**src/hw/rtl/mtrl_ram.sv**
```systemverilog
`timescale 1ns / 1ps
// ----------------------------------------------------------------------------
// mtrl_ram
// Simple dual-port synchronous RAM with one write port and a registered read.
// ----------------------------------------------------------------------------
module mtrl_ram #(
	parameter int WIDTH = 8,
	parameter int DEPTH = 16
) (
	input  logic                     clk,
	input  logic                     wr_en,
	input  logic [$clog2(DEPTH)-1:0] wr_addr,
	input  logic [WIDTH-1:0]         wr_data,
	input  logic                     rd_en,
	input  logic [$clog2(DEPTH)-1:0] rd_addr,
	output logic [WIDTH-1:0]         rd_data
);

	logic [WIDTH-1:0] mem [DEPTH];

	always_ff @(posedge clk) begin
		if (wr_en) begin
			mem[wr_addr] <= wr_data;
		end
		if (rd_en) begin
			rd_data <= mem[rd_addr];
		end
	end

endmodule
```
**config.mk**
```make
export PLATFORM = sky130hd
export DESIGN_NAME = mtrl_ram
export DESIGN_NICKNAME = d
export VERILOG_FILES = /design/src/hw/rtl/mtrl_ram.sv
export SDC_FILE = /design/constraint.sdc
export NUM_CORES = 1
export LEC_CHECK = 0
export BUFFER_PORTS_ARGS = -buffer_cell sky130_fd_sc_hd__buf_2
export CAP_MARGIN = 20
export CELL_PAD_IN_SITES_DETAIL_PLACEMENT = 1
export CELL_PAD_IN_SITES_GLOBAL_PLACEMENT = 2
export CORE_AREA = 2 2 153 95
export CTS_BUF_LIST = sky130_fd_sc_hd__clkbuf_16
export CTS_CLUSTER_DIAMETER = 30
export DETAILED_ROUTE_END_ITERATION = 7
export DIE_AREA = 0 0 155 97
export PLACE_DENSITY = 0.71
export SYNTH_ARGS = -nofsm -noshare
export SYNTH_HDL_FRONTEND = slang
export SYNTH_SLANG_ARGS = --single-unit
```
**constraint.sdc**
```tcl
create_clock -name clk -period 3.3 [get_ports clk]
set_input_delay 0.33 -clock clk [delete_from_list [all_inputs] [get_ports clk]]
set_output_delay 0.33 -clock clk [all_outputs]
set_load 0.02 [all_outputs]
```
==> metrics.md, run 1 <==
| Metric | Value |
|---|---|
| Starting density of the core | `0.387` |
| Clock Latency Late Sink | `roughly 410 ps` |
| Hold endpoint | `mem[1][6]` |
| Finish-stage setup viols | `0` |
| Final worst slack | `1460 ps` |
| Final critical-path required period | `around 1800 ps` |
| Run status | `complete, no violations` |
| Share of synthesized area occupied by flip-flops and latches | `0.781` |
| Synthesized cell area | `0.00523 mm²` |
| Num ports | `27` |
| Most common library cell in the layout ignoring fill and taps | `sky130_fd_sc_hd__edfxtp_1` |
| Number of post-CTS setup repair buffers | `0` |
| Post-cts sizing count | `0` |
| Worst clock skew | `roughly 7.8 ps` |
| Die boundary width | `155 µm` |
| Register-to-Register Path Depth | `3` |
| Maximum number of buffers from clock root to sink | `2` |
| Path type of the worst min-delay path | `input pin to flop` |
| Final hold violation count | `0` |
| Vias per cell | `about 5.4` |
| Count of warnings emitted by yosys | `0` |
| Final worst path period share | `0.559` |
| CTS Buf Count | `17` |
| Remaining global-route overflow | `0` |
| Crit end category | `flop` |
| Pins over their slew limit | `0` |
| Peak supply drop | `0.415 mV` |
| Count of input and output buffers | `26` |
| Register-to-register path setup slack | `1750 ps` |
| Post-synthesis average cell area | `22.8 µm²` |
| #FFs+latches synth | `136` |
| Core region area | `0.0135 mm²` |
| Maximum number of pins on one net before global-route repair | `33` |
| N_diodes | `0` |
| Data arrival time of the worst path | `around 2000 ps` |
| Slowest cell on the critical path | `sky130_fd_sc_hd__mux4_1` |
| H-Tree Depth | `4` |
| Number of clock sinks | `136` |
| Detailed Route Iter0 Violations | `239` |
| Worst hold path cell count | `1` |
| Final wirelength | `11900 µm` |
| Count of maximum capacitance violations | `0` |
| Net count of the finished layout | `290` |
| Gp weighted congestion | `0.712` |
| Fmax | `542 MHz` |
| Proportion of layout cells with a drive suffix above 1 | `0.289` |
| Slew HR | `0.310` |
| Nets in the synthesized netlist | `248` |
| Via count of the routed design | `2497` |
| Hold_buf cts | `0` |
| DRC errors left | `0` |
| Worst path required time | `around 3500 ps` |
| Root buffer cell | `sky130_fd_sc_hd__clkbuf_16` |
| Routed len/inst | `~26 µm` |
| Delay of the slowest cell on the worst path | `670 ps` |
| Floorplan row count | `33` |
| Top fanout value on the critical path | `32` |
| Type of element launching the critical path | `input pin` |
| Most frequent cells in the layout | `sky130_fd_sc_hd__edfxtp_1 (136), sky130_fd_sc_hd__buf_2 (26), sky130_fd_sc_hd__mux4_2 (18)` |
| Clock input transition at the sequential cells of the worst setup and hold paths | `60 ps` |
| CTS tree | `done` |
| Setup Crit Path Kind | `input pin to flop` |
| Pre-CTS setup slack | `just over 1000 ps` |
| Vias in the first global route | `2625` |
| Reg-to-reg endpoint | `rd_data[2]` |
| Die Footprint | `0.0150 mm²` |
| Final sum of negative setup slack | `0 ps` |
| Wire length of the first global-routing pass | `17600 µm` |
| Cell Chain, Critical Path | `buf_2 > buf_4 > mux4_1 > a22oi_1 > nand2_1` |
| Distinct cell type count after synthesis | `18` |
| Power density normalized to cell area | `between 600 and 700 mW/mm²` |
| Initial antenna violation count | `0` |
| Static leakage power | `2.08 nW` |
| Initial DRT Pass Iterations | `5` |
| Hold Crit Start | `wr_data[6]` |
| Post-synthesis to final-layout area growth | `19.1%` |
| Combined global-route utilization of all metal layers | `0.170` |
| Post-DP HPWL | `7460 µm` |
| Gate count after technology mapping | `229` |
| Worst Tran Pin Value | `1030 ps` |
| Startpoint of the lowest-slack register-to-register path | `mem[9][2]` |
| Die height | `between 90 and 100 µm` |
| Remaining antenna violation count | `0` |
| Setup repair after global routing missed its margin | `false` |
## cell families (layout without fill, tap and decap cells)
logic type | after synthesis | count (layout) | synth area share
compound gates | 16 | 16 | 0.0230
buf+inv | 10 | 65 | 0.0165
flops | 136 | 136 | 0.781
mux | 32 | 32 | 0.148
simple gates | 35 | 35 | 0.0314
## how the worst max path moves through the flow
stage	startpoint	depth (start not counted)	slack, ps	to
2_1_floorplan	wr_addr[2]	2	1480	mem[0][0]
4_1_cts	rd_addr[0]	5	1390	rd_data[2]
3_3_place_gp	rd_addr[0]	5	1030	rd_data[4]
6_report	rd_addr[0]	5	1460	rd_data[2]
3_5_place_dp	rd_addr[0]	5	1010	rd_data[2]
5_1_grt	rd_addr[0]	5	1330	rd_data[5]
## power breakdown
part,internal [mW],switching (mW)
logic,0.0693,0.117
registers,1.95,0.0121
clock network,1.48,0.704
total,3.50,0.834
## final cells by class
| cell class | instances | area (µm²) |
|---|---|---|
| fill | 1217 | 7280 |
| tap | 175 | 219 |
| clock inverter | 15 | 256 |
| multi-input combinational | 83 | 1060 |
| timing repair buffer | 33 | 183 |
| clock buffer | 17 | 425 |
| sequential | 136 | 4080 |
## synthesized netlist by cell type
cell type | instances | area, µm²
sky130_fd_sc_hd__edfxtp_1 | 136 | 4080
sky130_fd_sc_hd__mux4_2 | 18 | 405
sky130_fd_sc_hd__a22oi_1 | 16 | 120
sky130_fd_sc_hd__mux4_1 | 14 | 368
sky130_fd_sc_hd__nor2_1 | 13 | 48.8
sky130_fd_sc_hd__nand2_1 | 9 | 33.8
sky130_fd_sc_hd__nor3_1 | 4 | 20.0
sky130_fd_sc_hd__buf_2 | 3 | 15.0
sky130_fd_sc_hd__buf_6 | 3 | 33.8
sky130_fd_sc_hd__clkdlybuf4s25_2 | 3 | 30.0
sky130_fd_sc_hd__nand2b_1 | 2 | 12.5
sky130_fd_sc_hd__nand3b_1 | 2 | 15.0
sky130_fd_sc_hd__and2_1 | 1 | 6.26
sky130_fd_sc_hd__and2b_1 | 1 | 7.51
sky130_fd_sc_hd__buf_4 | 1 | 7.51
sky130_fd_sc_hd__nand3_1 | 1 | 5.00
sky130_fd_sc_hd__nor2b_1 | 1 | 6.26
sky130_fd_sc_hd__or3b_2 | 1 | 8.76
## routing by layer
| metal | up-vias | wire (µm) | GRT usage | share of wire |
|---|---|---|---|---|
| met5 | - | 0 | 0 | 0 |
| met4 | 0 | 157 | 0.0677 | 0.013 |
| met3 | 16 | 802 | 0.0457 | 0.068 |
| met2 | 81 | 5040 | 0.227 | 0.42 |
| met1 | 1332 | 5880 | 0.263 | 0.49 |
| li1 | 1068 | - | - | - |
## flip-flops by register name (all words and copies together), names as in the netlist
name / count
rd_data: 8
mem: 128
## critical path, delay by kind of cell
| family | cells | cell delay, ps |
|---|---|---|
| and+or+nand+nor | 1 | 90 |
| AOI/OAI and AO/OA | 1 | 310 |
| muxes | 1 | 670 |
| buffers and inverters | 2 | 580 |
## through the flow
| step | hold WS (ps) | instance area, µm² | power, mW | std cells | util |
|---|---|---|---|---|---|
| 3_5_place_dp | 733 | 5540 | 2.18 | 427 | 0.411 |
| 6_report | 300 | 6220 | 4.33 | 459 | 0.461 |
| 2_1_floorplan | 429 | 5230 | 2.10 | 229 | - |
| 4_1_cts | 289 | 6220 | 4.37 | 459 | 0.461 |
| 5_1_grt | 296 | 6220 | 4.45 | 459 | 0.461 |
| 3_3_place_gp | 723 | 5540 | 2.17 | 427 | 0.411 |
Note: power is estimated with default switching activity, not from simulation.
==> inputs of run 2 (changes only) <==
- ABC_AREA: not set -> 1
- CORE_AREA: 2 2 153 95 -> 2 2 166 103
- DIE_AREA: 0 0 155 97 -> 0 0 168 105
- PLACE_DENSITY: 0.71 -> 0.81
- clock period: 3.3 -> 1.6 ns (I/O delays scaled with it)
==> metrics.md, run 2 <==
| Metric | Value |
|---|---|
| Nets in the synthesized netlist | `570 (+130%)` |
| CTS Buf Count | `17 (unchanged)` |
| Die height | `105 µm (+8.2%)` |
| Peak supply drop | `0.572 mV (+38%)` |
| Instance count after placement with tap cells included | `788 (+85%)` |
| Slowest cell on the critical path | `sky130_fd_sc_hd__edfxtp_1` |
| Die Footprint | `0.0176 mm² (+17%)` |
| Worst Tran Pin Value | `664 ps (-368 ps)` |
| Final hold violation count | `0 (unchanged)` |
| Proportion of layout cells with a drive suffix above 1 | `0.139 (-0.150)` |
| Type of element launching the critical path | `flop` |
| Count of input and output buffers | `26 (unchanged)` |
| Path type of the worst min-delay path | `input pin to flop` |
| Vias in the first global route | `4102 (+56%)` |
| Via count of the routed design | `3915 (+57%)` |
| Net count of the finished layout | `617 (+110%)` |
| Count of maximum capacitance violations | `0 (unchanged)` |
| Combined global-route utilization of all metal layers | `0.187 (+0.0164)` |
| Startpoint of the lowest-slack register-to-register path | `mem[11][3]` |
| Initial DRT Pass Iterations | `5 (unchanged)` |
| Top cells by area, synth | `sky130_fd_sc_hd__edfxtp_1 (70%), sky130_fd_sc_hd__nand2_1 (11%), sky130_fd_sc_hd__nand3_1 (8.3%), sky130_fd_sc_hd__inv_1 (6.4%), sky130_fd_sc_hd__buf_6 (1.2%)` |
| Clock input transition at the sequential cells of the worst setup and hold paths | `60 ps (about the same)` |
| Detailed Route Iter0 Violations | `291 (+22%)` |
| Final std cells w/o fill | `820 (+79%)` |
| Floorplan row count | `36 (+9.1%)` |
| Worst clock skew | `11.4 ps (+3.69 ps)` |
| Number of post-CTS setup repair buffers | `0 (unchanged)` |
| Final worst path period share | `0.760` |
| Number of flops mapped to enable cells by yosys | `136 (unchanged)` |
| Post-synthesis to final-layout area growth | `18.2%` |
| Cell Chain, Critical Path | `buf_2` |
| Crit end category | `output pin` |
| Final critical-path required period | `1220 ps` |
| Delay of the slowest cell on the worst path | `440 ps (-230 ps)` |
| Maximum number of buffers from clock root to sink | `2 (unchanged)` |
| Hold_buf cts | `0 (unchanged)` |
| Capturing instance or port of the critical path | `rd_data[0]` |
| Top-count cell post-synth | `sky130_fd_sc_hd__nand2_1` |
| Most flop-heavy register | `mem` |
| Reg-to-reg endpoint | `rd_data[3]` |
| Synth cell count leaders | `sky130_fd_sc_hd__nand2_1 (173), sky130_fd_sc_hd__edfxtp_1 (136), sky130_fd_sc_hd__inv_1 (100), sky130_fd_sc_hd__nand3_1 (97), sky130_fd_sc_hd__nor2_1 (17)` |
| Final wirelength | `15500 µm (+31%)` |
| Maximum number of pins on one net before global-route repair | `65 (+97%)` |
| Initial antenna violation count | `0 (unchanged)` |
| Vias per cell | `4.77 (-12%)` |
| Top cell type's share of synthesized area | `0.698 (-0.0828)` |
| Die boundary width | `168 µm (+8.4%)` |
| Post-route cell area | `0.00691 mm² (+11%)` |
| Post-route total power | `8.52 mW (+97%)` |
| Number of clock sinks | `136 (unchanged)` |
| Data arrival time of the worst path | `1060 ps (-940 ps)` |
| DRC errors left | `0 (unchanged)` |
| Top fanout value on the critical path | `1 (-97%)` |
| Run status | `complete, no violations` |
| Most common library cell in the layout ignoring fill and taps | `sky130_fd_sc_hd__nand2_1` |
| Remaining antenna violation count | `0 (unchanged)` |
| N_diodes | `0 (unchanged)` |
| Distinct cell type count after synthesis | `11 (-7)` |
| Register-to-Register Path Depth | `6 (+3)` |
| Core region area | `0.0160 mm² (+18%)` |
| Final sum of negative setup slack | `0 ps (unchanged)` |
| Reg area | `0.00408 mm² (unchanged)` |
| Share of synthesized area occupied by flip-flops and latches | `0.698 (-0.0828)` |
| #FFs+latches synth | `136 (unchanged)` |
| Category of cells accounting for the largest share of critical-path delay | `flip-flops` |
| Area of the multi-input gates | `0.00121 mm² (+15%)` |
| Gate count after technology mapping | `551 (+140%)` |
| Area after DPL | `0.00630 mm² (+14%)` |
| H-Tree Depth | `4 (unchanged)` |
| Async SR Flop Fraction | `0 (unchanged)` |
| Root buffer cell | `sky130_fd_sc_hd__clkbuf_16` |
| Routed len/inst | `19.0 µm (-27%)` |
| Register-to-register path setup slack | `480 ps (-1270 ps)` |
| Power density normalized to cell area | `1230 mW/mm² (+77%)` |
| Post-cts sizing count | `0 (unchanged)` |
| Clock Latency Late Sink | `420 ps (about the same)` |
| Synthesized cell area | `0.00585 mm² (+12%)` |
| CTS tree | `done` |
| Finish-stage setup viols | `0 (unchanged)` |
| Fmax | `823 MHz` |
| Starting density of the core | `0.366 (-0.0215)` |
| Setup repair after global routing missed its margin | `false` |
| Dominant cell type by area after synthesis | `sky130_fd_sc_hd__edfxtp_1` |
| Worst path required time | `1440 ps (-2010 ps)` |
| Most frequent cells in the layout | `sky130_fd_sc_hd__nand2_1 (173), sky130_fd_sc_hd__edfxtp_1 (136), sky130_fd_sc_hd__inv_1 (101)` |
| Slew HR | `0.557 (+0.247)` |
| Pins over their slew limit | `0 (unchanged)` |
| Sum of buffers and inverters on the critical path | `1 (-1)` |
| Count of warnings emitted by yosys | `0 (unchanged)` |
| Num ports | `27 (unchanged)` |
| Static leakage power | `2.96 nW (+43%)` |
| Post-DP HPWL | `10000 µm (+34%)` |
| Flip-flop count of the largest register after layout | `128 (unchanged)` |
| Wire length of the first global-routing pass | `23900 µm (+36%)` |
| Main flop type after synthesis | `sky130_fd_sc_hd__edfxtp_1` |
| Number of gates on the worst path with buffers counted | `1 (-4)` |
| Gp weighted congestion | `0.758 (+6.4%)` |
| Worst Hold Slack | `140 ps (-160 ps)` |
| Setup Crit Path Kind | `flop to output pin` |
| # fillers | `1743 (+43%)` |
| Remaining global-route overflow | `0 (unchanged)` |
| Post-synthesis average cell area | `10.6 µm² (-54%)` |
| Largest registers ranked by flip-flop count | `mem (128), rd_data (8)` |
| Crit. Startpoint | `rd_data[0]` |
## run 2: changes by cell type after synthesis, sizes merged, moves of 3 or more
| cell | change |
|---|---|
| nor2 | +4 |
| nor3 | -4 |
| nand2 | +164 |
| mux4 | -32 |
| nand3 | +96 |
| a22oi | -16 |
| inv | +102 |
| clkdlybuf4s25 | -3 |
| buf | +17 |
## run 2: metal layers
metal  vias up  routed length [µm]  global-route usage
met4         0                  61              0.0460
met2        99                7120               0.287
li1       1872                   -                   -
met1      1938                7260               0.266
met5         -                   0                   0
met3         6                1100              0.0447
## run 2: area by class of cell
| cell class | count | share of cell area |
|---|---|---|
| Clock buffer | 17 | 0.0616 |
| Clock inverter | 15 | 0.0261 |
| Inverter | 102 | 0.0554 |
| Multi-Input combinational cell | 289 | 0.176 |
| Sequential cell | 136 | 0.591 |
| Tap cell | 209 | 0.0378 |
| Timing Repair Buffer | 52 | 0.0525 |
## run 2: kinds of logic (layout without fill, tap and decap cells)
logic type / count (synthesis) / count (layout) / synth area share
simple gates: 289 / 289 / 0.208
flops: 136 / 136 / 0.698
buf+inv: 126 / 186 / 0.0939
## run 2: worst min-delay path by stage
stage	from	end	slack, ps	cells past startpoint
5_1_grt	rd_en	rd_data[6]	130	1
4_1_cts	rd_en	rd_data[6]	130	1
6_report	rd_en	rd_data[1]	140	1
2_1_floorplan	wr_data[0]	mem[0][0]	260	0
3_3_place_gp	rd_en	rd_data[2]	570	1
3_5_place_dp	rd_en	rd_data[2]	570	1
## run 2: stage by stage
stage	utilization	setup WS, ps
finish	0.432	384
global route	0.432	353
CTS	0.432	371
detailed placement	0.394	177
global placement	0.394	219
floorplan	-	489
## run 2: power by group
| part | switching [mW] | internal (mW) |
|---|---|---|
| Clock | 1.51 | 2.45 |
| Combinational | 0.372 | 0.149 |
| Sequential | 0.0264 | 4.01 |
| Total | 1.91 | 6.62 |
==> inputs of run 3 (changes only) <==
- CORE_AREA: 2 2 166 103 -> 2 2 162 100
- DIE_AREA: 0 0 168 105 -> 0 0 164 102
- clock period: 1.6 -> 1.25 ns (I/O delays scaled with it)
==> metrics.md, run 3 (synthesized netlist as in run 2, its figures left out) <==
| Metric | Value |
|---|---|
| Initial antenna violation count | `0 (unchanged)` |
| Wire length of the first global-routing pass | `24300 µm (+1.6%)` |
| Vias in the first global route | `4132 (+0.73%)` |
| Die height | `102 µm (-2.9%)` |
| Final sum of negative setup slack | `0 ps (unchanged)` |
| Pre-CTS setup slack | `-207 ps (-384 ps)` |
| Proportion of layout cells with a drive suffix above 1 | `0.153 (+0.0144)` |
| Worst clock skew | `10.6 ps (-0.797 ps)` |
| Most flop-heavy register | `mem` |
| Slew HR | `0.699 (+0.142)` |
| Core region area | `0.0152 mm² (-5.0%)` |
| Run status | `complete, no violations` |
| H-Tree Depth | `4 (unchanged)` |
| Post-route total power | `11.6 mW (+36%)` |
| Maximum number of pins on one net before global-route repair | `30 (-54%)` |
| Largest registers ranked by flip-flop count | `mem (128), rd_data (8)` |
| Data arrival time of the worst path | `1390 ps (+330 ps)` |
| Gp weighted congestion | `0.827 (+9.1%)` |
| Routed len/inst | `19.3 µm (+2.0%)` |
| Flip-flop count of the largest register after layout | `128 (unchanged)` |
| Count of maximum capacitance violations | `0 (unchanged)` |
| Via count of the routed design | `3953 (+0.97%)` |
| Peak supply drop | `0.759 mV (+33%)` |
| Number of clock sinks | `136 (unchanged)` |
| Most common library cell in the layout ignoring fill and taps | `sky130_fd_sc_hd__nand2_1` |
| Root buffer cell | `sky130_fd_sc_hd__clkbuf_16` |
| Maximum number of buffers from clock root to sink | `2 (unchanged)` |
| Vias per cell | `4.81 (+0.72%)` |
| Count of input and output buffers | `26 (unchanged)` |
| Final worst path period share | `0.982` |
| Final worst slack | `22.0 ps (-362 ps)` |
| Static leakage power | `3.07 nW (+3.5%)` |
| Num ports | `27 (unchanged)` |
| Setup Crit Path Kind | `flop to flop` |
| Most frequent cells in the layout | `sky130_fd_sc_hd__nand2_1 (173), sky130_fd_sc_hd__edfxtp_1 (136), sky130_fd_sc_hd__inv_1 (101)` |
| Final wirelength | `15900 µm (+2.2%)` |
| Pins over their slew limit | `0 (unchanged)` |
| Clock Latency Late Sink | `420 ps (about the same)` |
| Setup repair after global routing missed its margin | `false` |
| Net count of the finished layout | `627 (+1.6%)` |
| Starting density of the core | `0.385 (+0.0191)` |
| Worst path required time | `1420 ps (-20 ps)` |
| Post-synthesis to final-layout area growth | `21.4%` |
| DRC errors left | `0 (unchanged)` |
| CTS tree | `done` |
| Remaining antenna violation count | `0 (unchanged)` |
| Post-Route Utilization | `0.467 (+0.0350)` |
| Fmax | `814 MHz` |
| Initial DRT Pass Iterations | `4 (-1)` |
| Post-DP HPWL | `10600 µm (+6.4%)` |
| Detailed Route Iter0 Violations | `234 (-20%)` |
| Combined global-route utilization of all metal layers | `0.206 (+0.0197)` |
| Worst Tran Pin Value | `452 ps (-212 ps)` |
| Path type of the worst min-delay path | `input pin to flop` |
| Die Footprint | `0.0167 mm² (-5.2%)` |
| Die boundary width | `164 µm (-2.4%)` |
| Floorplan row count | `35 (-2.8%)` |
| CTS Buf Count | `17 (unchanged)` |
| Final critical-path required period | `roughly 1200 ps` |
| Type of element launching the critical path | `flop` |
| N_diodes | `0 (unchanged)` |
| Crit end category | `flop` |
| Clock input transition at the sequential cells of the worst setup and hold paths | `60 ps (about the same)` |
| Finish-stage setup viols | `0 (unchanged)` |
| Number of post-CTS setup repair buffers | `0 (unchanged)` |
| Top fanout value on the critical path | `1 (unchanged)` |
| Final hold violation count | `0 (unchanged)` |
| Power density normalized to cell area | `1630 mW/mm² (+32%)` |
| Remaining global-route overflow | `0 (unchanged)` |
[run 3: cell count changes in the layout (fill, tap and decap cells not counted)]
| cell | change |
|---|---|
| sky130_fd_sc_hd__buf_12 | +5 |
| sky130_fd_sc_hd__clkinvlp_4 | -2 |
| sky130_fd_sc_hd__nand3_1 | -2 |
| sky130_fd_sc_hd__buf_4 | +5 |
| sky130_fd_sc_hd__nand3_2 | +2 |
| sky130_fd_sc_hd__clkinv_4 | -3 |
| sky130_fd_sc_hd__bufinv_16 | +3 |
[run 3: stage by stage]
step / hold slack (ps) / cells / instance area (µm²)
floorplan: 224 / 551 / 5850
global placement: 519 / 792 / 6430
detailed placement: 521 / 792 / 6430
CTS: 82.5 / 822 / 7090
global route: 81.8 / 822 / 7100
finish: 98.2 / 822 / 7100
[run 3: routing by layer]
metal / GRT usage / vias to the layer above / part of all wire
li1: - / 1890 / -
met1: 0.293 / 1931 / 0.47
met2: 0.312 / 117 / 0.44
met3: 0.0475 / 15 / 0.078
met4: 0.0749 / 0 / 0.011
met5: 0 / - / 0
[run 3: power breakdown]
group	switching (mW)	total (mW)	leakage (nW)	internal, mW
clock network	1.91	5.62	0.313	3.71
logic	0.516	0.755	1.52	0.240
registers	0.0361	5.17	1.24	5.14
total	2.46	11.6	3.07	9.09
[run 3: layout make-up]
class | count | area (µm²)
fillers | 1652 | 8100
repair buffers | 62 | 500
flip-flops and latches | 136 | 4080
inverters | 102 | 383
clock buffers | 17 | 425
multi-input cells | 289 | 1220
clock inverters | 13 | 229
well taps | 203 | 254
[run 3: critical path, cell delays in order, from the launching register on]
cell,delay (ps)
sky130_fd_sc_hd__edfxtp_1,370
sky130_fd_sc_hd__inv_1,70
sky130_fd_sc_hd__nand2_1,60
sky130_fd_sc_hd__nand3_1,140
sky130_fd_sc_hd__nand3_1,90
sky130_fd_sc_hd__nand3_1,170
sky130_fd_sc_hd__nand2_1,80
[run 3: timing repair]
action	4_1_cts	5_1_grt
hold buffers	0	0
setup endpoints to repair	0	2
gates resized for setup	0	2
[run 3: final timing paths]
kind	start	end	slack [ps]	cells after the start
max	mem[4][3]	rd_data[3]	20	6
min	rd_en	rd_data[0]	100	1
max reg2reg	mem[4][3]	rd_data[3]	20	6
min reg2reg	mem[6][7]	rd_data[7]	780	6
